$ cat src/rtl/core/sps_pkg.sv
// Package for the segment plane slab clipper.
// Holds widths, register indexes, the queue entry type and the divider step.
// Used by every module under rtl/core.
package sps_pkg;

  localparam int EDGE_ID_BITS = 20;
  localparam int UP_W         = 52;
  localparam int HT_W         = 52;
  localparam int DN_W         = 53;
  localparam int FRAC_BITS    = 16;
  localparam int PARAM_W      = 17;
  localparam int Q_DEPTH      = 4;
  localparam int Q_AW         = $clog2(Q_DEPTH);

  typedef enum logic [2:0] {
    REG_NORMAL_X   = 3'd0,
    REG_NORMAL_Y   = 3'd1,
    REG_NORMAL_Z   = 3'd2,
    REG_PLANE_OFF  = 3'd3,
    REG_HALF_WIDTH = 3'd4
  } reg_idx_t;

  typedef enum logic [1:0] {
    MODE_ZERO = 2'd0,
    MODE_FULL = 2'd1,
    MODE_DIV  = 2'd2
  } clip_mode_t;

  typedef struct packed {
    logic signed [15:0] nx;
    logic signed [15:0] ny;
    logic signed [15:0] nz;
    logic signed [31:0] d;
    logic [30:0]        eps;
  } cfg_t;

  typedef struct packed {
    logic [EDGE_ID_BITS-1:0] edge_id;
    logic                    rev;
    logic                    emit;
    logic                    pos;
    clip_mode_t              a_mode;
    clip_mode_t              b_mode;
    logic [HT_W-1:0]         a_num;
    logic [HT_W-1:0]         b_num;
    logic [HT_W-1:0]         den;
  } cls_t;

  localparam logic [PARAM_W-1:0] PARAM_ONE = PARAM_W'(1 << FRAC_BITS);

  // One restoring step: returns the quotient bit above the new remainder.
  function automatic logic [HT_W:0] div_step(logic [HT_W-1:0] r, logic [HT_W-1:0] d);
    logic [HT_W:0] sh;
    logic [HT_W:0] df;
    sh = {r, 1'b0};
    df = sh - {1'b0, d};
    if (sh >= {1'b0, d}) begin
      return {1'b1, df[HT_W-1:0]};
    end else begin
      return {1'b0, sh[HT_W-1:0]};
    end
  endfunction

endpackage

$ cat src/rtl/core/sps_queue.sv
// Short queue of classified items between the front and back parts.
// Depends on sps_pkg.
module sps_queue (
  input  logic          clk,
  input  logic          rst_n,
  input  logic          push_valid,
  input  sps_pkg::cls_t push_data,
  output logic          full,
  input  logic          pop_req,
  output logic          empty,
  output sps_pkg::cls_t head
);
  import sps_pkg::*;

  cls_t            mem_r [Q_DEPTH];
  logic [Q_AW-1:0] wp_r, rp_r;
  logic [Q_AW:0]   cnt_r;
  logic            push, pop;

  assign full  = (cnt_r == (Q_AW+1)'(Q_DEPTH));
  assign empty = (cnt_r == '0);
  assign push  = push_valid && !full;
  assign pop   = pop_req && !empty;
  assign head  = mem_r[rp_r];

  always_ff @(posedge clk) begin
    if (!rst_n) begin
      wp_r  <= '0;
      rp_r  <= '0;
      cnt_r <= '0;
    end else begin
      if (push) wp_r <= wp_r + 1'b1;
      if (pop) rp_r <= rp_r + 1'b1;
      cnt_r <= cnt_r + (Q_AW+1)'(push) - (Q_AW+1)'(pop);
    end
  end

  always_ff @(posedge clk) begin
    if (push) mem_r[wp_r] <= push_data;
  end

endmodule

$ cat config.mk
export PLATFORM = sky130hd
export DESIGN_NAME = sps_queue
export DESIGN_NICKNAME = d
export VERILOG_FILES = /design/src/rtl/core/sps_pkg.sv /design/src/rtl/core/sps_queue.sv
export SDC_FILE = /design/constraint.sdc
export NUM_CORES = 1
export LEC_CHECK = 0
export BUFFER_PORTS_ARGS = -buffer_cell sky130_fd_sc_hd__buf_2
export CORE_MARGIN = 8
export CORE_UTILIZATION = 50
export CTS_CLUSTER_SIZE = 30
export DETAILED_ROUTE_END_ITERATION = 10
export PLACE_DENSITY = 0.71
export SLEW_MARGIN = 20
export SYNTH_ARGS = -nofsm -noshare
export SYNTH_HDL_FRONTEND = slang
export SYNTH_SLANG_ARGS = --single-unit
$ cat constraint.sdc
create_clock -name clk -period 12.66 [get_ports clk]
set_input_delay 0.633 -clock clk [delete_from_list [all_inputs] [get_ports clk]]
set_output_delay 0.633 -clock clk [all_outputs]
set_load 0.05 [all_outputs]
# == Word-level counts from Yosys, hierarchy flattened ==
# Memory sizes are Yosys's and may differ from the RTL's. A register that Yosys moved wholly into a read port is not among the register bits.
# Index checks and enable logic that the tools add are counted.
# word_totals
output_inout_bits,185
n_memories,1
register_bits,7
inputBits,187
elab_cells,18
mem_bits_rw,732
# classes
add_sub_neg,4
eq_ne,1
reduce_logical,5
muxes,4
# mem_list
memory,words,width,rd,rd_clocked_by_memory_dff,write_ports,line_no,rtl
mem_r,4,183,1,1,1,sps_queue.sv:15,cls_t mem_r [Q_DEPTH];
# ops
cell,count
$add 2x1->2 const B,2
$mux 2,2
$add 3x1->3,1
$eq 3x3->1 const B,1
$logic_not 3->1,1
$sub 3x1->3,1
$logic_and 1x1->1,2
$logic_not 1->1,2
$mux 1,2

# == Depth between registers and ports, before layout ==
# Gate-level depths: netlist of run 1.
# logic_depth
word_depth,5
mapped_depth,11
ltp_nobuf,10

# == Worst setup path after synthesis of run 1 ==
# No wires, ideal clock.
# synth_timing
path_type,reg2reg
startpoint,reg cnt_r[2]
endpoint,mem mem_r[0][0] (netlist bit) (enable)
slack_ns,6.866
n_path_buf,1
setup_time_ns,0.565
arrival_time_ns,5.228
stages_incl_launch_ff,5
path_cell_list,dfxtp_1 -> nor3b_1 -> nor2b_1 -> clkbuf_1 -> and2_1
# synth_between
elab_chain_cells,5
# synth_rtl
item,line_no,rtl
from (decl),sps_queue.sv:17,logic [Q_AW:0] cnt_r;
from (signal assigned),sps_queue.sv:34,cnt_r <= cnt_r + (Q_AW+1)'(push) - (Q_AW+1)'(pop);
$eq 3x3->1,sps_queue.sv:20,assign full = (cnt_r == (Q_AW+1)'(Q_DEPTH));
named net full,sps_queue.sv:8,"output logic full,"
$logic_not 1->1,sps_queue.sv:22,assign push = push_valid && !full;
$logic_and 1x1->1,sps_queue.sv:22,
$mux 1,sps_queue.sv:39,if (push) mem_r[wp_r] <= push_data;
$mux 1 (not written as such),sps_queue.sv:39,
to (decl),sps_queue.sv:15,
# The timed path passes the listed nets, and every way through them passes these cells.

==> flow_metrics.tcl, run 1 <==
set metrics [dict create \
    syn_inst 1007 \
    syn_to_final_growth_pct 17.3 \
    clk_latency_ps 600 \
    leakagePower_nw 10.5 \
    r2r-start "cnt_r[2]" \
    hold_path.class "in2reg" \
    synth-compound-area-share_pct 0.0832 \
    setup_viol 0 \
    post_cts_buffers 0 \
    overflow 0 \
    critPathSlowestCell "dfxtp_4" \
    io-pin-count 372 \
    io_buffers 371 \
    clkTransAtPathRegs_ps 60 \
    ctsResizeCount 0 \
    fin_util_pct 59.1 \
    grt_use_total_pct 17.1 \
    holdPathStages 1 \
    yosys_warnings 0 \
    reg2reg_depth 5 \
    worstMarginPinSlew_ps 1000 \
    cp_top_family "buffers and inverters" \
    yosysSeqAreaShare_pct 81.9 \
    synth_top_area_share_pct 81.2 \
    cp_cell_sequence "buf_4, buf_16, buf_4, mux4_2, buf_2" \
    cts-root-buf "clkbuf_16" \
    cp_max_fo 47 \
    worstSetupEndpointType "output pin" \
    drive_gt1_share_pct 45.5 \
    min_to "mem_r[3][117]" \
    clock_sinks 741 \
    die_area_mm2 0.0618 \
    finalCriticalPeriod_ps 4810 \
    relSlewSlack_pct 33.1 \
    crit_arrival_ps 4180 \
    crit_path_max_incr_delay_ps 960 \
    start_util_pct 50.4 \
    avgSynthCellArea_um2 26.9 \
    crit_buf_inv 4 \
    r2r_slack_ps 9170 \
    place_congestion 0.735 \
    yosysUniqueCellTypes 22 \
    tns_ps 0 \
    drt_iter0_drc 682 \
    maxCapViolCount 0 \
    startpoint_type "flop" \
    drtPass1Iterations 5 \
    via_per_inst 5.51 \
    synthTopCellsByArea "edfxtp_1 81%, mux4_2 15%, buf_12 1.4%, dfxtp_1 0.67%, buf_2 0.31%" \
    status "finished clean" \
    drc 0 \
    fillCellCount 3778 \
    maxClockFrequency_ghz 0.208 \
    grt-busiest-layer "met2" \
    synthMuxAreaShare_pct 15.3 \
    wl_um 53400 \
    core-area_mm2 0.0537 \
    cts_tree "done" \
    ir_drop_mv 0.177 \
    syn_area_mm2 0.0271 \
    finalCritPeriodShare_pct 38.0 \
    ys_ff_latch 741 \
    die_w_um 249 \
    synthAdderAreaFrac_pct 0.351 \
    antenna_found_initial 15 \
    grt_pass1_wl_um 80000 \
    synth-simple-area-share_pct 0.402 \
    cts_made_buffers 75 \
    worstReg2RegEnd "mem_r[1][162]" \
    grt_max_degree 66 \
    worst-setup-path-type "reg2out" \
    hold_viol 0 \
    die_y_um 249 \
    slew_violations 0 \
    power_density_mw_per_mm2 224 \
    global_route.usage.met1_pct 22.0 \
    nets 1622 \
    synth_top_family_by_area "multiplexers" \
    grtUsageMet2_pct 27.0 \
    cp.required_ps 12030 \
    wl_per_cell_um 24.5 \
    gr-usage-met3_pct 6.13 \
    cts_hold_buffers 0 \
    core.rowCount 85 \
    yosys.area_share.xor_xnor_pct 0.0647 \
    clock_skew_ps 16.1 \
    cpMostUsedCell "buf_4" \
    grt_pass1_vias 12600 \
    rsz0062_at_grt "no" \
    min_from "push_data[117]" \
    dp_hpwl_um 32400 \
    synth_top_area_cell "edfxtp_1" \
    clk_path_buf_depth 3 \
    num_vias 12000 \
    antenna_left 0 \
    cts_htree_levels 3 \
    syn_nets 1201 \
]
synth_stat cells:
| library cell | instances |
|---|---|
| dfxtp_1 | 9 |
| nor3b_1 | 1 |
| inv_1 | 6 |
| buf_6 | 1 |
| or4bb_1 | 1 |
| mux4_2 | 183 |
| ha_1 | 6 |
| and2_1 | 7 |
| xnor2_1 | 2 |
| edfxtp_1 | 732 |
| or3_1 | 1 |
| a21boi_0 | 1 |
| nand2_1 | 6 |
| clkbuf_1 | 5 |
| buf_4 | 1 |
| nor2b_1 | 2 |
| buf_12 | 19 |
| fa_1 | 1 |
| o21ai_0 | 3 |
| mux2i_1 | 2 |
| nor3_1 | 1 |
| buf_2 | 17 |
cell type report:
cell class	count	area (µm²)	share of cell area (%)
timing repair buffer	387	2000	6.29
clock inverter	33	255	0.804
inverter	6	22.5	0.0709
tap	696	871	2.74
clock buffer	97	2020	6.37
sequential	741	22200	69.8
antenna	7	17.5	0.0552
multi-input combinational	217	4400	13.8
per-stage QoR:
step / setup slack, ps / power [mW] / hold WS (ps) / std cells / area, µm²
6_report: 7850 / 7.13 / 246 / 2184 / 31800
5_1_grt: 7430 / 7.39 / 213 / 2180 / 31700
4_1_cts: 7420 / 7.22 / 198 / 2176 / 31700
3_5_place_dp: 8080 / 5.16 / 489 / 2046 / 29400
3_3_place_gp: 8040 / 5.14 / 475 / 2046 / 29400
2_1_floorplan: 6870 / 4.78 / 461 / 1007 / 27100
worst max-delay path by stage:
| stage | start | to | slack (ps) | cells after the start |
|---|---|---|---|---|
| after detailed placement | flop | head[131] | 8080 | 4 |
| after CTS | flop | head[168] | 7420 | 4 |
| after floorplan | cnt_r[2] | mem_r[0][0] | 6870 | 4 |
| after global routing | flop | head[131] | 7430 | 5 |
| after global placement | flop | head[168] | 8040 | 4 |
| final | flop | head[131] | 7850 | 5 |
cells by family after synthesis:
| family | count (synthesis) |
|---|---|
| flip-flops | 741 |
| AO/OA/AOI/OAI | 4 |
| buffers and inverters | 49 |
| XOR/XNOR | 2 |
| multiplexers | 185 |
| AND/OR/NAND/NOR | 19 |
| adder cells (fa/ha/maj) | 7 |
state kept, by name (all words and copies together), names as in the netlist, named ones only:
name   count
cnt_r      3
mem_r    732
rp_r       2
wp_r       2
where the power goes:
group | internal [mW] | switching [mW] | total (mW)
registers | 2.98 | 0.0940 | 3.07
clock network | 1.17 | 0.876 | 2.05
logic | 0.585 | 1.42 | 2.00
cell usage in the layout, fill, tap and decap left out, drive strengths merged:
cell / n
or4bb: 1
nor3b: 1
or3: 1
clkinvlp: 3
nor3: 1
ha: 6
buf: 387
inv: 12
mux4: 183
bufinv: 2
and2: 7
clkinv: 22
a21boi: 1
clkbuf: 97
xnor2: 2
fa: 1
dfxtp: 9
mux2i: 2
nand2: 6
edfxtp: 732
nor2b: 2
diode: 7
o21ai: 3
worst reg2reg max path, cell delays in order (launching register included):
cell and delay [ps]:
dfxtp_1 320, nor3b_1 150, nor2b_1 520, and2_4 550, buf_4 640, buf_4 860
per-layer routing:
metal	vias up	share of wire (%)
li1	5236	-
met1	6287	40
met2	407	49
met3	97	8.3
met4	16	2.3
met5	-	0.19
(Power assumes the default switching activity.)
==> run 2: changes to the inputs <==
--- a/config.mk
+++ b/config.mk
@@ -10,7 +10,7 @@
 export CORE_UTILIZATION = 50
 export CTS_CLUSTER_SIZE = 30
 export DETAILED_ROUTE_END_ITERATION = 10
-export PLACE_DENSITY = 0.71
+export PLACE_DENSITY = 0.74
 export SLEW_MARGIN = 20
 export SYNTH_ARGS = -nofsm -noshare
 export SYNTH_HDL_FRONTEND = slang
==> constraint.sdc (replaced) <==
create_clock -name clk -period 4 [get_ports clk]
set_input_delay 0.2 -clock clk [delete_from_list [all_inputs] [get_ports clk]]
set_output_delay 0.2 -clock clk [all_outputs]
set_load 0.05 [all_outputs]
==> run 2 against run 1 <==
  * Utilization is 4.2 points higher
  * Count of clock-buffer cells in the layout decreased by 2
  * Final area grew 7.1%
  * Largest power group unchanged
==> flow_metrics.tcl, run 2 (synthesized netlist as in run 1, its figures left out) <==
set metrics [dict create \
    status "finished clean" \
    p_sw_mw 7.67 \
    place_congestion 0.736 \
    hold_viol 0 \
    grt-busiest-layer "met2" \
    power_frac_clock_pct 29.1 \
    grt_use_total_pct 18.3 \
    slew_violations 0 \
    clock_skew_ps 21.7 \
    cts_htree_levels 3 \
    cp_max_fo 37 \
    worstMarginPinSlew_ps 870 \
    drt_iter0_drc 835 \
    intPower_mw 15.5 \
    critPathSlowestCell "dfxtp_4" \
    clk_latency_ps 590 \
    clock_sinks 741 \
    core.rowCount 85 \
    numPlacedInstances 2062 \
    maxCapViolCount 0 \
    max_flop_register "mem_r" \
    leakagePower_nw 11.5 \
    grtUsageMet2_pct 30.0 \
    grt_pass1_vias 14100 \
    relSlewSlack_pct 42.0 \
    drc 0 \
    cts-root-buf "clkbuf_16" \
    antenna_found_initial 7 \
    nets 1822 \
    num_vias 13000 \
    drive_gt1_share_pct 41.0 \
    crit_path_max_incr_delay_ps 920 \
    wl_per_cell_um 24.0 \
    crit_buf_inv 2 \
    ir_drop_mv 0.548 \
    seq_power_share_pct 41.9 \
    maxClockFrequency_ghz 0.337 \
    finalCriticalPeriod_ps 2970 \
    worst-setup-path-type "reg2out" \
    overflow 0 \
    dp_hpwl_um 34500 \
    die_w_um 249 \
    die_y_um 249 \
    stdcell_count 2383 \
    syn_to_final_growth_pct 25.6 \
    hold_path.class "in2reg" \
    cts_tree "done" \
    gr-usage-met3_pct 5.64 \
    die_area_mm2 0.0618 \
    io_buffers 371 \
    setup_viol 0 \
    power_density_mw_per_mm2 681 \
    r2r_slack_ps 1510 \
    finalCritPeriodShare_pct 74.2 \
    final_common_cell "edfxtp_1" \
    rsz0062_at_grt "no" \
    startpoint_type "flop" \
    clkTransAtPathRegs_ps 60 \
    io-pin-count 372 \
    largest_register_ffs 732 \
    drtPass1Iterations 5 \
    crit_arrival_ps 2770 \
    cp_top_family "flip-flops" \
    cp.required_ps 3800 \
    grt_max_degree 81 \
    via_per_inst 5.44 \
    start_util_pct 50.4 \
    cts_made_buffers 75 \
    global_route.usage.met1_pct 23.6 \
    power_mw 23.2 \
    tns_ps 0 \
    clk_path_buf_depth 3 \
    core-area_mm2 0.0537 \
    final_cell_mix "732 x edfxtp_1, 371 x buf_2, 185 x dlygate4sd3_1" \
    wl_um 57100 \
    ctsResizeCount 0 \
    worstSetupEndpointType "output pin" \
    antenna_left 0 \
    top_regs "mem_r x732, cnt_r x3" \
    p_sw_share_pct 33.1 \
    grt_pass1_wl_um 86800 \
    cp_cell_sequence "buf_4, mux4_2, buf_2" \
    p_comb_share_pct 29.0 \
]
[run 2: changes by cell type in the layout (fill, tap and decap cells not counted), sizes merged]
cell / delta
buf: +15
clkinv: +1
dlygate4sd3: +185
inv: -2
diode: -2
bufinv: +5
clkinvlp: -1
clkbuf: -2
[run 2: worst reg2reg max path, stage by stage (launching register included)]
cell and delay, ps:
dfxtp_1 320, nor3b_1 160, nor2b_1 450, and2_4 750
buf_12 370
[run 2: routing by layer]
layer	vias up	wire [µm]
met5	-	68
met4	10	1190
met3	86	5000
met2	512	28300
met1	6726	22500
li1	5632	-
[run 2: cell type report]
cell class,count,area (µm²)
tap,696,871
antenna,5,12.5
clock buffer,95,1990
timing repair buffer,587,4170
clock inverter,36,362
inverter,6,22.5
fill,3488,19700
multi-input combinational,217,4400
sequential,741,22200
[run 2: metrics by stage]
stage	instance area (µm²)	hold WS [ps]	setup WS (ps)	utilization, %
3_5_place_dp	29800	418	1470	55.4
5_1_grt	34000	93.6	824	63.3
4_1_cts	34000	52.1	900	63.3
2_1_floorplan	27100	299	252	-
3_3_place_gp	29800	410	1540	55.4
6_report	34000	104	1030	63.3
[run 2: power by group through the flow]
stage / combinational (mW) / sequential (mW) / clock [mW]
detailed placement: 6.64 / 9.87 / 0
global route: 7.02 / 9.78 / 7.17
CTS: 6.81 / 9.71 / 6.89
finish: 6.71 / 9.70 / 6.75
floorplan: 5.29 / 9.74 / 0
global placement: 6.62 / 9.81 / 0
[run 2: path summary, 6_finish.rpt]
check | cells after the start | from | endpoint
worst max-delay path | 3 | flop | head[110]
worst min-delay path | 3 | push_valid | wp_r[1]
worst max register to register | 4 | cnt_r[2] | mem_r[1][49]
worst min register to register | 2 | rp_r[0] | flop
[run 2: what timing repair did]
| item | 4_1_cts | 5_1_grt |
|---|---|---|
| endpoints found under the hold margin | 741 | 0 |
| hold buffers | 185 | 0 |
| buffers inserted | 0 | 0 |
==> run 3: changes to the inputs <==
--- a/config.mk
+++ b/config.mk
@@ -5,12 +5,13 @@
 export SDC_FILE = /design/constraint.sdc
 export NUM_CORES = 1
 export LEC_CHECK = 0
+export ABC_AREA = 1
 export BUFFER_PORTS_ARGS = -buffer_cell sky130_fd_sc_hd__buf_2
 export CORE_MARGIN = 8
 export CORE_UTILIZATION = 50
 export CTS_CLUSTER_SIZE = 30
 export DETAILED_ROUTE_END_ITERATION = 10
-export PLACE_DENSITY = 0.74
+export PLACE_DENSITY = 0.71
 export SLEW_MARGIN = 20
 export SYNTH_ARGS = -nofsm -noshare
 export SYNTH_HDL_FRONTEND = slang
==> constraint.sdc (replaced) <==
create_clock -name clk -period 2.75 [get_ports clk]
set_input_delay 0.1375 -clock clk [delete_from_list [all_inputs] [get_ports clk]]
set_output_delay 0.1375 -clock clk [all_outputs]
set_load 0.05 [all_outputs]
==> run 3 against run 2 <==
  * Die area rose by 2.0%
  * Clock power rose by 46%
  * Largest cell class unchanged
  * Clock skew rose by 5.9 ps
  * Count of clock-buffer cells in the layout fell by 1
  * Critical endpoint is now head[70]
  * Power rose by 50%
==> flow_metrics.tcl, run 3 <==
set metrics [dict create \
    status "finished clean" \
    nets 2577 \
    grt_pass1_wl_um 100000 \
    cts-root-buf "clkbuf_16" \
    setup_viol 0 \
    startpoint_type "flop" \
    seq_power_share_pct 40.4 \
    place_congestion 0.779 \
    largest_register_ffs 732 \
    avgSynthCellArea_um2 15.1 \
    max_flop_register "mem_r" \
    ys.flop_type "edfxtp_1" \
    clock_skew_ps 27.6 \
    p_sw_share_pct 36.8 \
    final_cell_mix "732 x edfxtp_1, 373 x nor2_1, 370 x buf_2" \
    maxClockFrequency_ghz 0.381 \
    timing.final.ws_setup_ps 123 \
    multi_input_comb_area_mm2 0.00463 \
    cp.required_ps 2610 \
    grt_max_degree 163 \
    p_comb_share_pct 31.3 \
    clk_latency_ps 590 \
    num_vias 17500 \
    yosys_warnings 0 \
    cts_tree "done" \
    worstMarginPinSlew_ps 759 \
    start_util_pct 50.4 \
    finalCriticalPeriod_ps 2630 \
    pre_cts_ws_ps 709 \
    dp_hpwl_um 35900 \
    synth_top_area_cell "edfxtp_1" \
    die_y_um 251 \
    maxCapViolCount 0 \
    power_frac_clock_pct 28.3 \
    worstSetupEndpointType "output pin" \
    cp_max_fo 162 \
    clkTransAtPathRegs_ps 60 \
    fillCellCount 3843 \
    synth_edf_count 732 \
    leakagePower_nw 12.1 \
    seqCellArea_mm2 0.0222 \
    slew_violations 0 \
    async_flop_share_pct 0 \
    relSlewSlack_pct 49.4 \
    wl_per_cell_um 20.9 \
    grt_pass1_vias 17900 \
    drive_gt1_share_pct 21.1 \
    final_common_cell "edfxtp_1" \
    cp_cell_sequence "buf_16, o21ai_0, o22ai_1, buf_2" \
    crit_path_max_incr_delay_ps 440 \
    power_density_mw_per_mm2 1010 \
    antenna_found_initial 3 \
    syn_area_mm2 0.0277 \
    antenna_left 0 \
    synthTopCellsByCount "732 x edfxtp_1, 378 x nor2_1, 214 x o21ai_0, 183 x o22ai_1, 152 x o21ai_1" \
    die_w_um 251 \
    synth.most_common_cell "edfxtp_1" \
    via_per_inst 5.56 \
    ys_ff_latch 741 \
    core.rowCount 86 \
    wl_um 65800 \
    syn_inst 1838 \
    io_buffers 371 \
    io-pin-count 372 \
    tns_ps 0 \
    grt_use_total_pct 20.2 \
    cts_htree_levels 3 \
    hold_viol 0 \
    synthTopCellsByArea "edfxtp_1 79%, nor2_1 5.1%, o22ai_1 4.1%, o21ai_0 3.9%, o21ai_1 2.8%" \
    synth_top_area_share_pct 79.5 \
    drc 0 \
    yosysSeqAreaShare_pct 80.1 \
    p_sw_mw 12.8 \
    drtPass1Iterations 5 \
    ir_drop_mv 0.633 \
    syn_to_final_growth_pct 24.3 \
    worst-setup-path-type "reg2out" \
    hold_path.class "in2reg" \
    crit_arrival_ps 2490 \
    cts_made_buffers 75 \
    rsz0062_at_grt "no" \
    clk_path_buf_depth 3 \
    yosysUniqueCellTypes 20 \
    top_regs "mem_r x732, cnt_r x3" \
    clock_sinks 741 \
    finalCritPeriodShare_pct 95.5 \
    die_area_mm2 0.0631 \
    core-area_mm2 0.0549 \
    whs_ps 292 \
    overflow 0 \
    power_mw 34.8 \
    intPower_mw 22.0 \
    drt_iter0_drc 1276 \
    fin_util_pct 62.7 \
    critPathSlowestCell "dfxtp_4" \
    syn_nets 2032 \
]
==> run 3: power by group through the flow <==
stage / Combinational, mW / Clock, mW / Sequential [mW]
after floorplan: 7.98 / 0 / 14.3
after global placement: 10.5 / 0 / 14.2
after detailed placement: 10.7 / 0 / 14.3
after CTS: 10.9 / 10.0 / 14.0
after global routing: 11.5 / 10.5 / 14.1
final: 10.9 / 9.84 / 14.0
==> run 3: logic make-up (layout without fill, tap and decap cells) <==
| group | after synthesis | after routing | share of synthesized area [%] |
|---|---|---|---|
| AND/OR/NAND/NOR | 396 | 396 | 5.39 |
| AO/OA/AOI/OAI | 554 | 554 | 10.9 |
| other | 0 | 5 | 0 |
| buffers and inverters | 140 | 741 | 3.30 |
| flip-flops | 741 | 741 | 80.1 |
| adder cells (fa/ha/maj) | 7 | 7 | 0.344 |
==> run 3: final cells by class <==
| class | count | share of cell area, % |
|---|---|---|
| well taps | 704 | 2.56 |
| multi-input cells | 957 | 13.5 |
| clock buffers | 94 | 5.88 |
| repair buffers | 589 | 12.3 |
| diodes | 5 | 0.0364 |
| flip-flops and latches | 741 | 64.5 |
| inverters | 19 | 0.251 |
| clock inverters | 39 | 1.06 |
==> run 3: worst max-delay path, delay by kind of cell, from the launching register on <==
| family | cells | cell delay [ps] |
|---|---|---|
| AO/OA/AOI/OAI | 2 | 510 |
| buffers and inverters | 2 | 740 |
| flip-flops | 1 | 440 |
==> run 3: final timing paths <==
check	from	to	slack (ps)	cells after the start
worst max-delay path	flop	head[70]	120	4
worst min-delay path	push_data[168]	mem_r[0][168]	290	2
worst max register to register	cnt_r[0]	cnt_r[2]	770	10
worst min register to register	rp_r[0]	rp_r[0]	490	2
==> run 3: stage by stage <==
step / area [µm²] / cells
CTS: 34300 / 3142
global route: 34400 / 3145
floorplan: 27700 / 1838
detailed placement: 30100 / 2823
global placement: 30100 / 2823
finish: 34400 / 3148
==> run 3: routing by layer <==
metal / vias to the layer above / global-route usage (%) / wire, µm
met5: - / 0 / 0
met4: 0 / 7.88 / 1910
met3: 112 / 4.02 / 4320
met2: 593 / 35.5 / 33700
met1: 8748 / 24.5 / 25900
li1: 8061 / - / -
==> run 3: what timing repair did <==
| action | CTS | global route |
|---|---|---|
| hold endpoints to repair | 741 | 0 |
| gates resized for setup | 1 | 4 |
| setup buffers | 0 | 1 |
| hold buffers | 186 | 0 |
| setup endpoints to repair | 1 | 8 |
